<file path="src/rtl/assert_macros.svh">
// Assertion helpers shared by the RTL modules.
// Every macro samples on the rising edge of clk and is disabled while rst_n is low.
`ifndef ASSERT_MACROS_SVH
`define ASSERT_MACROS_SVH

`ifndef SYNTHESIS

`define HSC_ASSERT(lbl, prop, msg) \
    lbl: assert property (@(posedge clk) disable iff (!rst_n) (prop)) else $error(msg);

`define HSC_ASSERT_IMPL(lbl, ante, cons, msg) \
    lbl: assert property (@(posedge clk) disable iff (!rst_n) (ante) |-> (cons)) \
        else $error(msg);

`define HSC_ASSERT_NEXT(lbl, ante, cons, msg) \
    lbl: assert property (@(posedge clk) disable iff (!rst_n) (ante) |=> (cons)) \
        else $error(msg);

`else

`define HSC_ASSERT(lbl, prop, msg)
`define HSC_ASSERT_IMPL(lbl, ante, cons, msg)
`define HSC_ASSERT_NEXT(lbl, ante, cons, msg)

`endif

`endif

</file>
<file path="src/rtl/hsc_pkg.sv">
`default_nettype none

package hsc_pkg;

    localparam int TIMER_W   = 32;
    localparam int POLE_W    = 8;
    localparam int FS_W      = 12;
    localparam int DUTY_W    = 7;
    localparam int RPM_W     = 16;
    localparam int PHASE_W   = 2;
    localparam int MODE_W    = 2;
    localparam int CFG_IDX_W = 2;
    localparam int CFG_W     = 12;

    // Dividend width covers the largest throttle product, 4095 * 100.
    localparam int DIV_NW    = FS_W + 7;
    localparam int DIV_DW    = TIMER_W;
    localparam int DIV_CNT_W = $clog2(DIV_NW + 1);

    localparam int IN_DATA_W  = 16;
    localparam int OUT_DATA_W = 40;

    localparam logic [RPM_W-1:0]   RPM_NUMERATOR = RPM_W'(60000);
    localparam logic [TIMER_W-1:0] STALE_TICKS   = TIMER_W'(1000);
    localparam logic [DUTY_W-1:0]  DUTY_MAX      = DUTY_W'(100);

    localparam logic [CFG_IDX_W-1:0] CFG_POLES      = CFG_IDX_W'(0);
    localparam logic [CFG_IDX_W-1:0] CFG_FULL_SCALE = CFG_IDX_W'(1);
    localparam logic [CFG_IDX_W-1:0] CFG_BRAKE      = CFG_IDX_W'(2);

    typedef enum logic [MODE_W-1:0] {
        MODE_HALL_EDGE   = 2'd0,
        MODE_RECOMMUTATE = 2'd1,
        MODE_TICK        = 2'd2,
        MODE_THROTTLE    = 2'd3
    } hsc_mode_t;

    typedef enum logic [PHASE_W-1:0] {
        PH_NONE = 2'd0,
        PH_A    = 2'd1,
        PH_B    = 2'd2,
        PH_C    = 2'd3
    } hsc_phase_t;

    typedef enum logic [2:0] {
        ST_IDLE,
        ST_DUTY_GO,
        ST_DUTY_WAIT,
        ST_RPM_GO,
        ST_RPM_WAIT,
        ST_DONE
    } hsc_state_t;

    // Hall code is {a, b, c}.
    function automatic hsc_phase_t phase_high(input logic [2:0] code);
        hsc_phase_t ph;
        unique case (code)
            3'b001:  ph = PH_C;
            3'b010:  ph = PH_B;
            3'b011:  ph = PH_C;
            3'b100:  ph = PH_A;
            3'b101:  ph = PH_A;
            3'b110:  ph = PH_B;
            default: ph = PH_NONE;
        endcase
        return ph;
    endfunction

    function automatic hsc_phase_t phase_low(input logic [2:0] code);
        hsc_phase_t ph;
        unique case (code)
            3'b001:  ph = PH_B;
            3'b010:  ph = PH_A;
            3'b011:  ph = PH_A;
            3'b100:  ph = PH_C;
            3'b101:  ph = PH_B;
            3'b110:  ph = PH_C;
            default: ph = PH_NONE;
        endcase
        return ph;
    endfunction

endpackage

`default_nettype wire

</file>
<file path="src/rtl/hsc_divider.sv">
`default_nettype none

module hsc_divider (
    input  wire logic                      clk,
    input  wire logic                      rst_n,
    input  wire logic                      start,
    input  wire logic [hsc_pkg::DIV_NW-1:0] dividend,
    input  wire logic [hsc_pkg::DIV_DW-1:0] divisor,
    output logic                           done,
    output logic [hsc_pkg::DIV_NW-1:0]     quotient
);
    import hsc_pkg::*;

    logic                 busy_reg, busy_next;
    logic                 done_reg, done_next;
    logic [DIV_CNT_W-1:0] cnt_reg, cnt_next;
    logic [DIV_DW-1:0]    rem_reg, rem_next;
    logic [DIV_NW-1:0]    quo_reg, quo_next;
    logic [DIV_DW-1:0]    dsr_reg, dsr_next;
    logic [DIV_DW:0]      trial;
    logic                 fits;

    // One restoring step per cycle: shift in the next dividend bit, subtract if it fits.
    assign trial = {rem_reg, quo_reg[DIV_NW-1]};
    assign fits  = (trial >= {1'b0, dsr_reg});

    always_comb
    begin
        busy_next = busy_reg;
        done_next = 1'b0;
        cnt_next  = cnt_reg;
        rem_next  = rem_reg;
        quo_next  = quo_reg;
        dsr_next  = dsr_reg;
        if (start)
        begin
            busy_next = 1'b1;
            cnt_next  = DIV_CNT_W'(DIV_NW);
            rem_next  = '0;
            quo_next  = dividend;
            dsr_next  = divisor;
        end
        else if (busy_reg)
        begin
            rem_next = fits ? DIV_DW'(trial - {1'b0, dsr_reg}) : trial[DIV_DW-1:0];
            quo_next = {quo_reg[DIV_NW-2:0], fits};
            cnt_next = cnt_reg - DIV_CNT_W'(1);
            if (cnt_reg == DIV_CNT_W'(1))
            begin
                busy_next = 1'b0;
                done_next = 1'b1;
            end
        end
    end

    always_ff @(posedge clk or negedge rst_n)
    begin
        if (!rst_n)
        begin
            busy_reg <= 1'b0;
            done_reg <= 1'b0;
            cnt_reg  <= '0;
        end
        else
        begin
            busy_reg <= busy_next;
            done_reg <= done_next;
            cnt_reg  <= cnt_next;
        end
    end

    always_ff @(posedge clk)
    begin
        rem_reg <= rem_next;
        quo_reg <= quo_next;
        dsr_reg <= dsr_next;
    end

    assign done     = done_reg;
    assign quotient = quo_reg;

`include "assert_macros.svh"

    `HSC_ASSERT_IMPL(a_div_done_idle, done_reg, !busy_reg, "divider done while still busy")
    `HSC_ASSERT_IMPL(a_div_cnt_busy, busy_reg, cnt_reg != '0, "divider busy with empty count")
    `HSC_ASSERT_NEXT(a_div_start_busy, start, busy_reg, "divider did not start")

endmodule

`default_nettype wire

</file>
<file path="src/rtl/hall_six_step_commutator_unit.sv">
`default_nettype none

// Six-step Hall commutator. Every input transaction yields exactly one output
// transaction carrying the drive pair, the duty, the Hall error flag, the pole index
// and the rpm. The block takes one transaction at a time and is not ready until the
// result has been handed to the output register. A Hall edge, recommutate request or
// tick runs only the rpm division (60000 / rotation time), a throttle sample first
// the duty division (sample * 100 / full scale) and then the rpm division; both are
// computed on one shared restoring divider that retires one quotient bit of 19
// per cycle. The output register lets the next transaction be accepted while the
// previous result still waits for the downstream side. Configuration is written
// through cfg_we, cfg_index and cfg_data and must only change while the block is idle.
module hall_six_step_commutator_unit (
    input  wire logic                               clk,
    input  wire logic                               rst_n,
    input  wire logic                               s_tvalid,
    output logic                                    s_tready,
    // Bits from lowest: hall_a, hall_b, hall_c, throttle_sample[11:0], one zero pad.
    input  wire logic [hsc_pkg::IN_DATA_W-1:0]      s_tdata,
    // Bits from lowest: mode[1:0].
    input  wire logic [hsc_pkg::MODE_W-1:0]         s_tuser,
    output logic                                    m_tvalid,
    input  wire logic                               m_tready,
    // Bits from lowest: high_phase[1:0], low_phase[1:0], duty_percent[6:0],
    // hall_error, pole_index[7:0], rpm[15:0], four zero pads.
    output logic [hsc_pkg::OUT_DATA_W-1:0]          m_tdata,
    input  wire logic                               cfg_we,
    input  wire logic [hsc_pkg::CFG_IDX_W-1:0]      cfg_index,
    input  wire logic [hsc_pkg::CFG_W-1:0]          cfg_data
);
    import hsc_pkg::*;

    hsc_state_t state_reg, state_next;

    logic [POLE_W-1:0]  poles_reg;
    logic [FS_W-1:0]    full_scale_reg;
    logic               brake_reg;

    logic [TIMER_W-1:0] tick_count_reg;
    logic [TIMER_W-1:0] rotation_start_reg;
    logic [TIMER_W-1:0] rotation_time_reg;
    logic [POLE_W-1:0]  pole_counter_reg;
    logic [DUTY_W-1:0]  duty_reg;
    hsc_phase_t         drive_high_reg;
    hsc_phase_t         drive_low_reg;

    logic               err_reg;
    logic [POLE_W-1:0]  pole_index_reg;
    logic [RPM_W-1:0]   rpm_reg;
    logic [DIV_NW-1:0]  product_reg;

    logic                  out_valid_reg;
    logic [OUT_DATA_W-1:0] out_data_reg;

    logic               in_accept;
    logic [2:0]         hall_code;
    hsc_mode_t          mode;
    logic [FS_W-1:0]    sample;
    logic               code_bad;
    logic [POLE_W:0]    pole_next;
    logic               pole_wrap;
    logic [TIMER_W-1:0] since_wrap;
    logic               rpm_zero;

    logic               div_start;
    logic               div_sel_duty;
    logic               load_result;
    logic               out_free;
    logic [DIV_NW-1:0]  div_dividend;
    logic [DIV_DW-1:0]  div_divisor;
    logic               div_done;
    logic [DIV_NW-1:0]  div_quotient;

    assign mode      = hsc_mode_t'(s_tuser);
    assign hall_code = {s_tdata[0], s_tdata[1], s_tdata[2]};
    assign sample    = s_tdata[FS_W+2:3];
    assign in_accept = s_tvalid && s_tready;
    assign code_bad  = (hall_code == 3'b000) || (hall_code == 3'b111);
    assign pole_next = {1'b0, pole_counter_reg} + (POLE_W+1)'(1);
    assign pole_wrap = (pole_next >= {1'b0, poles_reg});
    assign out_free  = !out_valid_reg || m_tready;

    assign since_wrap = tick_count_reg - rotation_start_reg;
    assign rpm_zero   = (rotation_time_reg == '0) || (since_wrap > STALE_TICKS);

    always_comb
    begin
        state_next = state_reg;
        unique case (state_reg)
            ST_IDLE:
                if (s_tvalid)
                    state_next = (mode == MODE_THROTTLE) ? ST_DUTY_GO : ST_RPM_GO;
            ST_DUTY_GO:
                state_next = ST_DUTY_WAIT;
            ST_DUTY_WAIT:
                if (div_done)
                    state_next = ST_RPM_GO;
            ST_RPM_GO:
                state_next = ST_RPM_WAIT;
            ST_RPM_WAIT:
                if (div_done)
                    state_next = ST_DONE;
            ST_DONE:
                if (out_free)
                    state_next = ST_IDLE;
            default:
                state_next = ST_IDLE;
        endcase
    end

    always_comb
    begin
        s_tready     = (state_reg == ST_IDLE);
        div_start    = (state_reg == ST_DUTY_GO) || (state_reg == ST_RPM_GO);
        div_sel_duty = (state_reg == ST_DUTY_GO);
        load_result  = (state_reg == ST_DONE) && out_free;
    end

    // A zero full scale divides by one.
    assign div_dividend = div_sel_duty ? product_reg : DIV_NW'(RPM_NUMERATOR);
    assign div_divisor  = div_sel_duty
                        ? ((full_scale_reg == '0) ? DIV_DW'(1) : DIV_DW'(full_scale_reg))
                        : rotation_time_reg;

    hsc_divider u_divider (
        .clk      (clk),
        .rst_n    (rst_n),
        .start    (div_start),
        .dividend (div_dividend),
        .divisor  (div_divisor),
        .done     (div_done),
        .quotient (div_quotient)
    );

    always_ff @(posedge clk or negedge rst_n)
    begin
        if (!rst_n)
        begin
            state_reg          <= ST_IDLE;
            poles_reg          <= POLE_W'(8);
            full_scale_reg     <= FS_W'(4095);
            brake_reg          <= 1'b0;
            tick_count_reg     <= '0;
            rotation_start_reg <= '0;
            rotation_time_reg  <= '0;
            pole_counter_reg   <= '0;
            duty_reg           <= '0;
            drive_high_reg     <= PH_NONE;
            drive_low_reg      <= PH_NONE;
            out_valid_reg      <= 1'b0;
        end
        else
        begin
            state_reg <= state_next;

            if (cfg_we)
            begin
                unique case (cfg_index)
                    CFG_POLES:      poles_reg <= cfg_data[POLE_W-1:0];
                    CFG_FULL_SCALE: full_scale_reg <= cfg_data[FS_W-1:0];
                    CFG_BRAKE:      brake_reg <= cfg_data[0];
                    default:        ;
                endcase
            end

            if (in_accept)
            begin
                if ((mode == MODE_HALL_EDGE) || (mode == MODE_RECOMMUTATE))
                begin
                    if (code_bad || brake_reg)
                    begin
                        drive_high_reg <= PH_NONE;
                        drive_low_reg  <= PH_NONE;
                    end
                    else
                    begin
                        drive_high_reg <= phase_high(hall_code);
                        drive_low_reg  <= phase_low(hall_code);
                    end
                    if (!code_bad && (mode == MODE_HALL_EDGE))
                    begin
                        if (pole_wrap)
                        begin
                            pole_counter_reg   <= '0;
                            rotation_time_reg  <= since_wrap;
                            rotation_start_reg <= tick_count_reg;
                        end
                        else
                            pole_counter_reg <= pole_next[POLE_W-1:0];
                    end
                end
                else if (mode == MODE_TICK)
                    tick_count_reg <= tick_count_reg + TIMER_W'(1);
            end

            if ((state_reg == ST_DUTY_WAIT) && div_done)
                duty_reg <= (div_quotient > DIV_NW'(DUTY_MAX))
                          ? DUTY_MAX : div_quotient[DUTY_W-1:0];

            if (load_result)
                out_valid_reg <= 1'b1;
            else if (m_tready)
                out_valid_reg <= 1'b0;
        end
    end

    always_ff @(posedge clk)
    begin
        if (in_accept)
        begin
            err_reg        <= ((mode == MODE_HALL_EDGE) || (mode == MODE_RECOMMUTATE)) && code_bad;
            pole_index_reg <= ((mode == MODE_HALL_EDGE) && !code_bad) ? pole_counter_reg : '0;
            product_reg    <= DIV_NW'({sample, 6'b0}) + DIV_NW'({sample, 5'b0})
                            + DIV_NW'({sample, 2'b0});
        end
        if ((state_reg == ST_RPM_WAIT) && div_done)
            rpm_reg <= rpm_zero ? '0 : div_quotient[RPM_W-1:0];
        if (load_result)
            out_data_reg <= OUT_DATA_W'({rpm_reg, pole_index_reg, err_reg, duty_reg,
                                         drive_low_reg, drive_high_reg});
    end

    assign m_tvalid = out_valid_reg;
    assign m_tdata  = out_data_reg;

`include "assert_macros.svh"

    `HSC_ASSERT(a_duty_range, duty_reg <= DUTY_MAX, "duty above one hundred percent")
    `HSC_ASSERT_NEXT(a_busy_after_accept, in_accept, !s_tready,
                     "ready right after accepting a transaction")
    `HSC_ASSERT_IMPL(a_error_no_drive, m_tvalid && m_tdata[11],
                     m_tdata[3:0] == 4'b0000, "phase driven on a Hall error")
    `HSC_ASSERT_IMPL(a_pole_counter_range, pole_counter_reg != '0,
                     pole_counter_reg <= POLE_W'(254), "pole counter out of range")

endmodule

`default_nettype wire
</file>
<file path="config.mk">
export PLATFORM = sky130hd
export DESIGN_NAME = hall_six_step_commutator_unit
export DESIGN_NICKNAME = d
export VERILOG_FILES = /design/src/rtl/hsc_pkg.sv /design/src/rtl/hsc_divider.sv /design/src/rtl/hall_six_step_commutator_unit.sv
export VERILOG_INCLUDE_DIRS = /design/src /design/src/rtl
export SDC_FILE = /design/constraint.sdc
export NUM_CORES = 1
export LEC_CHECK = 0
export BUFFER_PORTS_ARGS = -buffer_cell sky130_fd_sc_hd__clkbuf_2
export CORE_ASPECT_RATIO = 0.75
export CORE_MARGIN = 1.5
export CORE_UTILIZATION = 30
export DETAILED_ROUTE_END_ITERATION = 7
export HOLD_SLACK_MARGIN = 0.05
export SETUP_SLACK_MARGIN = 0.15
export SLEW_MARGIN = 10
export SYNTH_ARGS = -nofsm -noshare
export SYNTH_HDL_FRONTEND = slang
export SYNTH_SLANG_ARGS = --single-unit
</file>
<file path="constraint.sdc">
create_clock -name clk -period 3.1 [get_ports clk]
set_input_delay 0.155 -clock clk [delete_from_list [all_inputs] [get_ports clk]]
set_output_delay 0.155 -clock clk [all_outputs]
set_load 0.1 [all_outputs]
</file>
==> results.rst <==
.. list-table::
   :header-rows: 1

   * - Metric
     - Value
   * - Run status
     - finished, violations left
   * - Violations in the final reports
     - setup timing
   * - Number of diodes
     - 0
   * - Master cell of the clock root buffer
     - sky130_fd_sc_hd__clkbuf_16
   * - Clock transition at the register clock pins on the worst setup and hold paths after CTS
     - ~60 ps
   * - DRC marker count from the first detailed-route iteration
     - approximately 640
   * - Post-synthesis sequential area ratio
     - 0.488
   * - Maximum Capacitance Violations
     - 0
   * - Number of nets at the end of the flow
     - slightly above 2000
   * - Number of synthesis warnings
     - 0
   * - Vias per std cell
     - between 4 and 5
   * - Router iterations before antenna repair
     - 5
   * - Total die area
     - ~0.057 mm²
   * - Final period demand of the worst path
     - approximately 3300 ps
   * - DP Worst Slack
     - -638 ps
   * - Critical path endpoint category
     - register
   * - Crit Path Class
     - reg -> reg
   * - Average wire per standard cell
     - between 15 and 20 µm
   * - Post-route ant nets
     - 0
   * - Unrepaired setup endpoints after global routing
     - true
   * - Clock Skews
     - ~31 ps
   * - Share of final-layout standard cells stronger than drive strength 1
     - 0.292
   * - Die height
     - around 210 µm
   * - Pin slew with the least headroom to its limit
     - 828 ps
   * - Worst slew margin
     - 0.448
   * - Share of the synthesized area in the top cell type
     - 0.230
   * - Global-route usage over all layers
     - 0.141
   * - Final GP Congestion
     - around 0.87
   * - Startpoint Class
     - register
   * - Clock insertion delay at the later pin of the skew report
     - between 500 and 600 ps
   * - Average cell area after synthesis
     - about 10 µm²
   * - Portion of the clock cycle consumed by the worst path in the final layout
     - 1.07
   * - EDFF count, synth
     - ~130
   * - Rows
     - 74
   * - Most used DFF post-synth
     - sky130_fd_sc_hd__dfrtp_1
   * - CTS tree
     - yes
   * - Deepest clock path buffer count
     - 3
   * - Total number of H-tree levels
     - 2
   * - Req. time, crit path
     - between 3000 and 4000 ps
   * - Std-Cell Core Area
     - ~0.055 mm²
   * - Data arrival time of the critical path
     - 3690 ps
   * - DRC viols
     - 0
   * - Via count
     - 12800
   * - Sum of overflow across all layers after global routing
     - 0
   * - Wire length of the first global-routing pass
     - between 60000 and 70000 µm
   * - Final Max Tran Viols
     - 0
   * - Total power density per cell area
     - around 800 mW/mm²
   * - Port buffer count
     - 73
   * - Unique cell type count in the Yosys netlist
     - a little over 90
   * - Count of endpoints failing setup in the final report
     - 16
   * - Clock net sink count
     - between 300 and 400
   * - VDD IR-drop max
     - about 0.00033 V
   * - Antenna violations before repair
     - 0
   * - Top cells by area, synth
     - sky130_fd_sc_hd__edfxtp_1, sky130_fd_sc_hd__dfrtp_1, sky130_fd_sc_hd__ha_1, sky130_fd_sc_hd__mux2_2, sky130_fd_sc_hd__nand2_1
   * - Netlist area before placement
     - around 0.017 mm²
   * - Number of flip-flops in the largest register
     - 36
   * - Post-synthesis register bit count
     - around 300
   * - Die Wd
     - around 280 µm
   * - Number of global-route vias before repair
     - between 10000 and 15000
   * - Total Negative Setup Slacks
     - -3200 ps
   * - Cell type with the highest aggregate area in the netlist
     - sky130_fd_sc_hd__edfxtp_1
   * - Commonest cells after routing, fill and taps aside
     - sky130_fd_sc_hd__buf_4, sky130_fd_sc_hd__nand2_1, sky130_fd_sc_hd__dfrtp_1
   * - Cell leakage power
     - ~9.6 nW
   * - Post-Syn Instances
     - ~1600
   * - Area added between synthesis and finish
     - 31.0%
   * - Final Power
     - between 15 and 20 mW
   * - Max frequency
     - between 0.3 and 0.4 GHz
   * - Tightest Hold Check Type
     - in -> reg
   * - Number of hold-slack violations in the final timing report
     - 0
   * - Min setup slack post-route
     - -222 ps
   * - Top-Level Pins
     - slightly below 80
   * - Post-synth ARST share
     - 0.477
   * - Effective utilization at floorplan
     - 0.306
   * - CTS buffer count
     - 37
   * - Pin count of the biggest net entering global routing
     - 80
   * - Biggest fanout along the worst timing path
     - 8
   * - DRT Wirelength
     - ~42000 µm
   * - Dpl hpwl
     - 29400 µm
   * - Most common cell after layout, fill and taps aside
     - sky130_fd_sc_hd__buf_4
==> power by group <==
group / leakage (nW) / internal [mW] / switching [mW]
clock network: 0.596 / 2.66 / 1.70
logic: 5.54 / 3.39 / 4.10
registers: 3.45 / 5.12 / 0.547
==> worst paths after layout <==
kind | start | to | slack [ps] | depth (start not counted)
setup / recovery | tick_count_reg[0]$_DFFE_PN0P_ | rpm_reg[2]$_SDFFCE_PP0P_ | -220 | 15
max in group asynchronous | rst_n | full_scale_reg[7]$_DFFE_PN1P_ | 1960 | 3
hold / removal | cfg_index[0] | poles_reg[3]$_DFFE_PN1P_ | 90 | 5
min in group asynchronous | rst_n | rotation_start_reg[23]$_DFFE_PN0P_ | 200 | 2
hold reg to reg | pole_index_reg[5]$_SDFFCE_PN0P_ | m_tdata[17]$_DFFE_PP_ | 410 | 0
setup reg to reg | tick_count_reg[0]$_DFFE_PN0P_ | rpm_reg[2]$_SDFFCE_PP0P_ | -220 | 15
==> synthesized netlist by cell type (7+ instances only) <==
library cell,count
sky130_fd_sc_hd__nand2_1,171
sky130_fd_sc_hd__dfrtp_1,134
sky130_fd_sc_hd__edfxtp_1,129
sky130_fd_sc_hd__o21ai_0,122
sky130_fd_sc_hd__a21oi_1,103
sky130_fd_sc_hd__inv_1,103
sky130_fd_sc_hd__ha_1,92
sky130_fd_sc_hd__nor2_1,78
sky130_fd_sc_hd__xnor2_1,68
sky130_fd_sc_hd__mux2_2,58
sky130_fd_sc_hd__clkbuf_1,46
sky130_fd_sc_hd__nand3_1,38
sky130_fd_sc_hd__nor2b_1,36
sky130_fd_sc_hd__xor2_1,35
sky130_fd_sc_hd__dfxtp_1,32
sky130_fd_sc_hd__a21o_1,30
sky130_fd_sc_hd__nor4_1,23
sky130_fd_sc_hd__nand4_1,21
sky130_fd_sc_hd__nor3_1,18
sky130_fd_sc_hd__nand3b_1,16
sky130_fd_sc_hd__o21a_1,16
sky130_fd_sc_hd__and2_1,14
sky130_fd_sc_hd__o21ai_1,14
sky130_fd_sc_hd__a211oi_1,13
sky130_fd_sc_hd__dfstp_2,13
sky130_fd_sc_hd__nand2b_1,13
sky130_fd_sc_hd__a31oi_1,11
sky130_fd_sc_hd__fa_1,11
sky130_fd_sc_hd__a22o_1,10
sky130_fd_sc_hd__and3_1,10
sky130_fd_sc_hd__buf_2,9
sky130_fd_sc_hd__nor4_2,9
sky130_fd_sc_hd__o21bai_1,9
sky130_fd_sc_hd__o211ai_1,7
==> cells by family after synthesis <==
group	count (synthesis)	synth area share
simple gates	474	0.145
compound gates	388	0.147
fa+ha+maj	103	0.0816
other cells	1	0.000223
xor+xnor	104	0.0546
flops	308	0.488
mux	63	0.0418
buf+inv	170	0.0412
==> layer usage <==
| layer | vias up | global-route usage | wire, µm |
|---|---|---|---|
| met2 | 223 | 0.225 | 19000 |
| met3 | 60 | 0.0254 | 1570 |
| met4 | 0 | 0.0412 | 927 |
| met1 | 6228 | 0.196 | 20000 |
| met5 | - | 0 | 0 |
| li1 | 6290 | - | - |
==> stage by stage <==
step                      instances  cell area (µm²)   util  hold slack (ps)
after detailed placement       2501            19300  0.351              271
after global routing           2630            22000  0.401              113
after CTS                      2603            21100  0.384             70.0
after floorplan                1614            17100      -             -141
after global placement         2501            19300  0.351              254
final                          2630            22000  0.401             93.1
==> worst max-delay path, stage by stage, from the launching register on <==
cell                        delay, ps
sky130_fd_sc_hd__dfrtp_1          380
sky130_fd_sc_hd__inv_2             80
sky130_fd_sc_hd__ha_4             140
sky130_fd_sc_hd__fa_2             230
sky130_fd_sc_hd__nor2b_4           50
sky130_fd_sc_hd__o31a_4           300
sky130_fd_sc_hd__o41ai_4          260
sky130_fd_sc_hd__o21a_4           200
sky130_fd_sc_hd__buf_4            120
sky130_fd_sc_hd__xor2_2           180
sky130_fd_sc_hd__o21ai_1          120
sky130_fd_sc_hd__nand3b_1         170
sky130_fd_sc_hd__and4b_1          310
sky130_fd_sc_hd__nand4_4          170
sky130_fd_sc_hd__clkbuf_16        230
sky130_fd_sc_hd__nor4_1           210
==> area by class of cell <==
| type | count | area, µm² |
|---|---|---|
| fillers | 5101 | 32900 |
| multi-input cells | 1136 | 8820 |
| flip-flops and latches | 308 | 8210 |
| repair buffers | 295 | 2460 |
| clock buffers | 51 | 1070 |
| well taps | 722 | 903 |
| inverters | 103 | 390 |
| clock inverters | 15 | 156 |
==> timing repair <==
item,CTS,global route
hold buffers,26,0
endpoints found under the hold margin,108,0
endpoints found under the setup margin,101,114
gates resized for setup,39,140
buffers inserted,9,20
cloned,1,7
pin swaps,16,42
(Power assumes the default switching activity.)
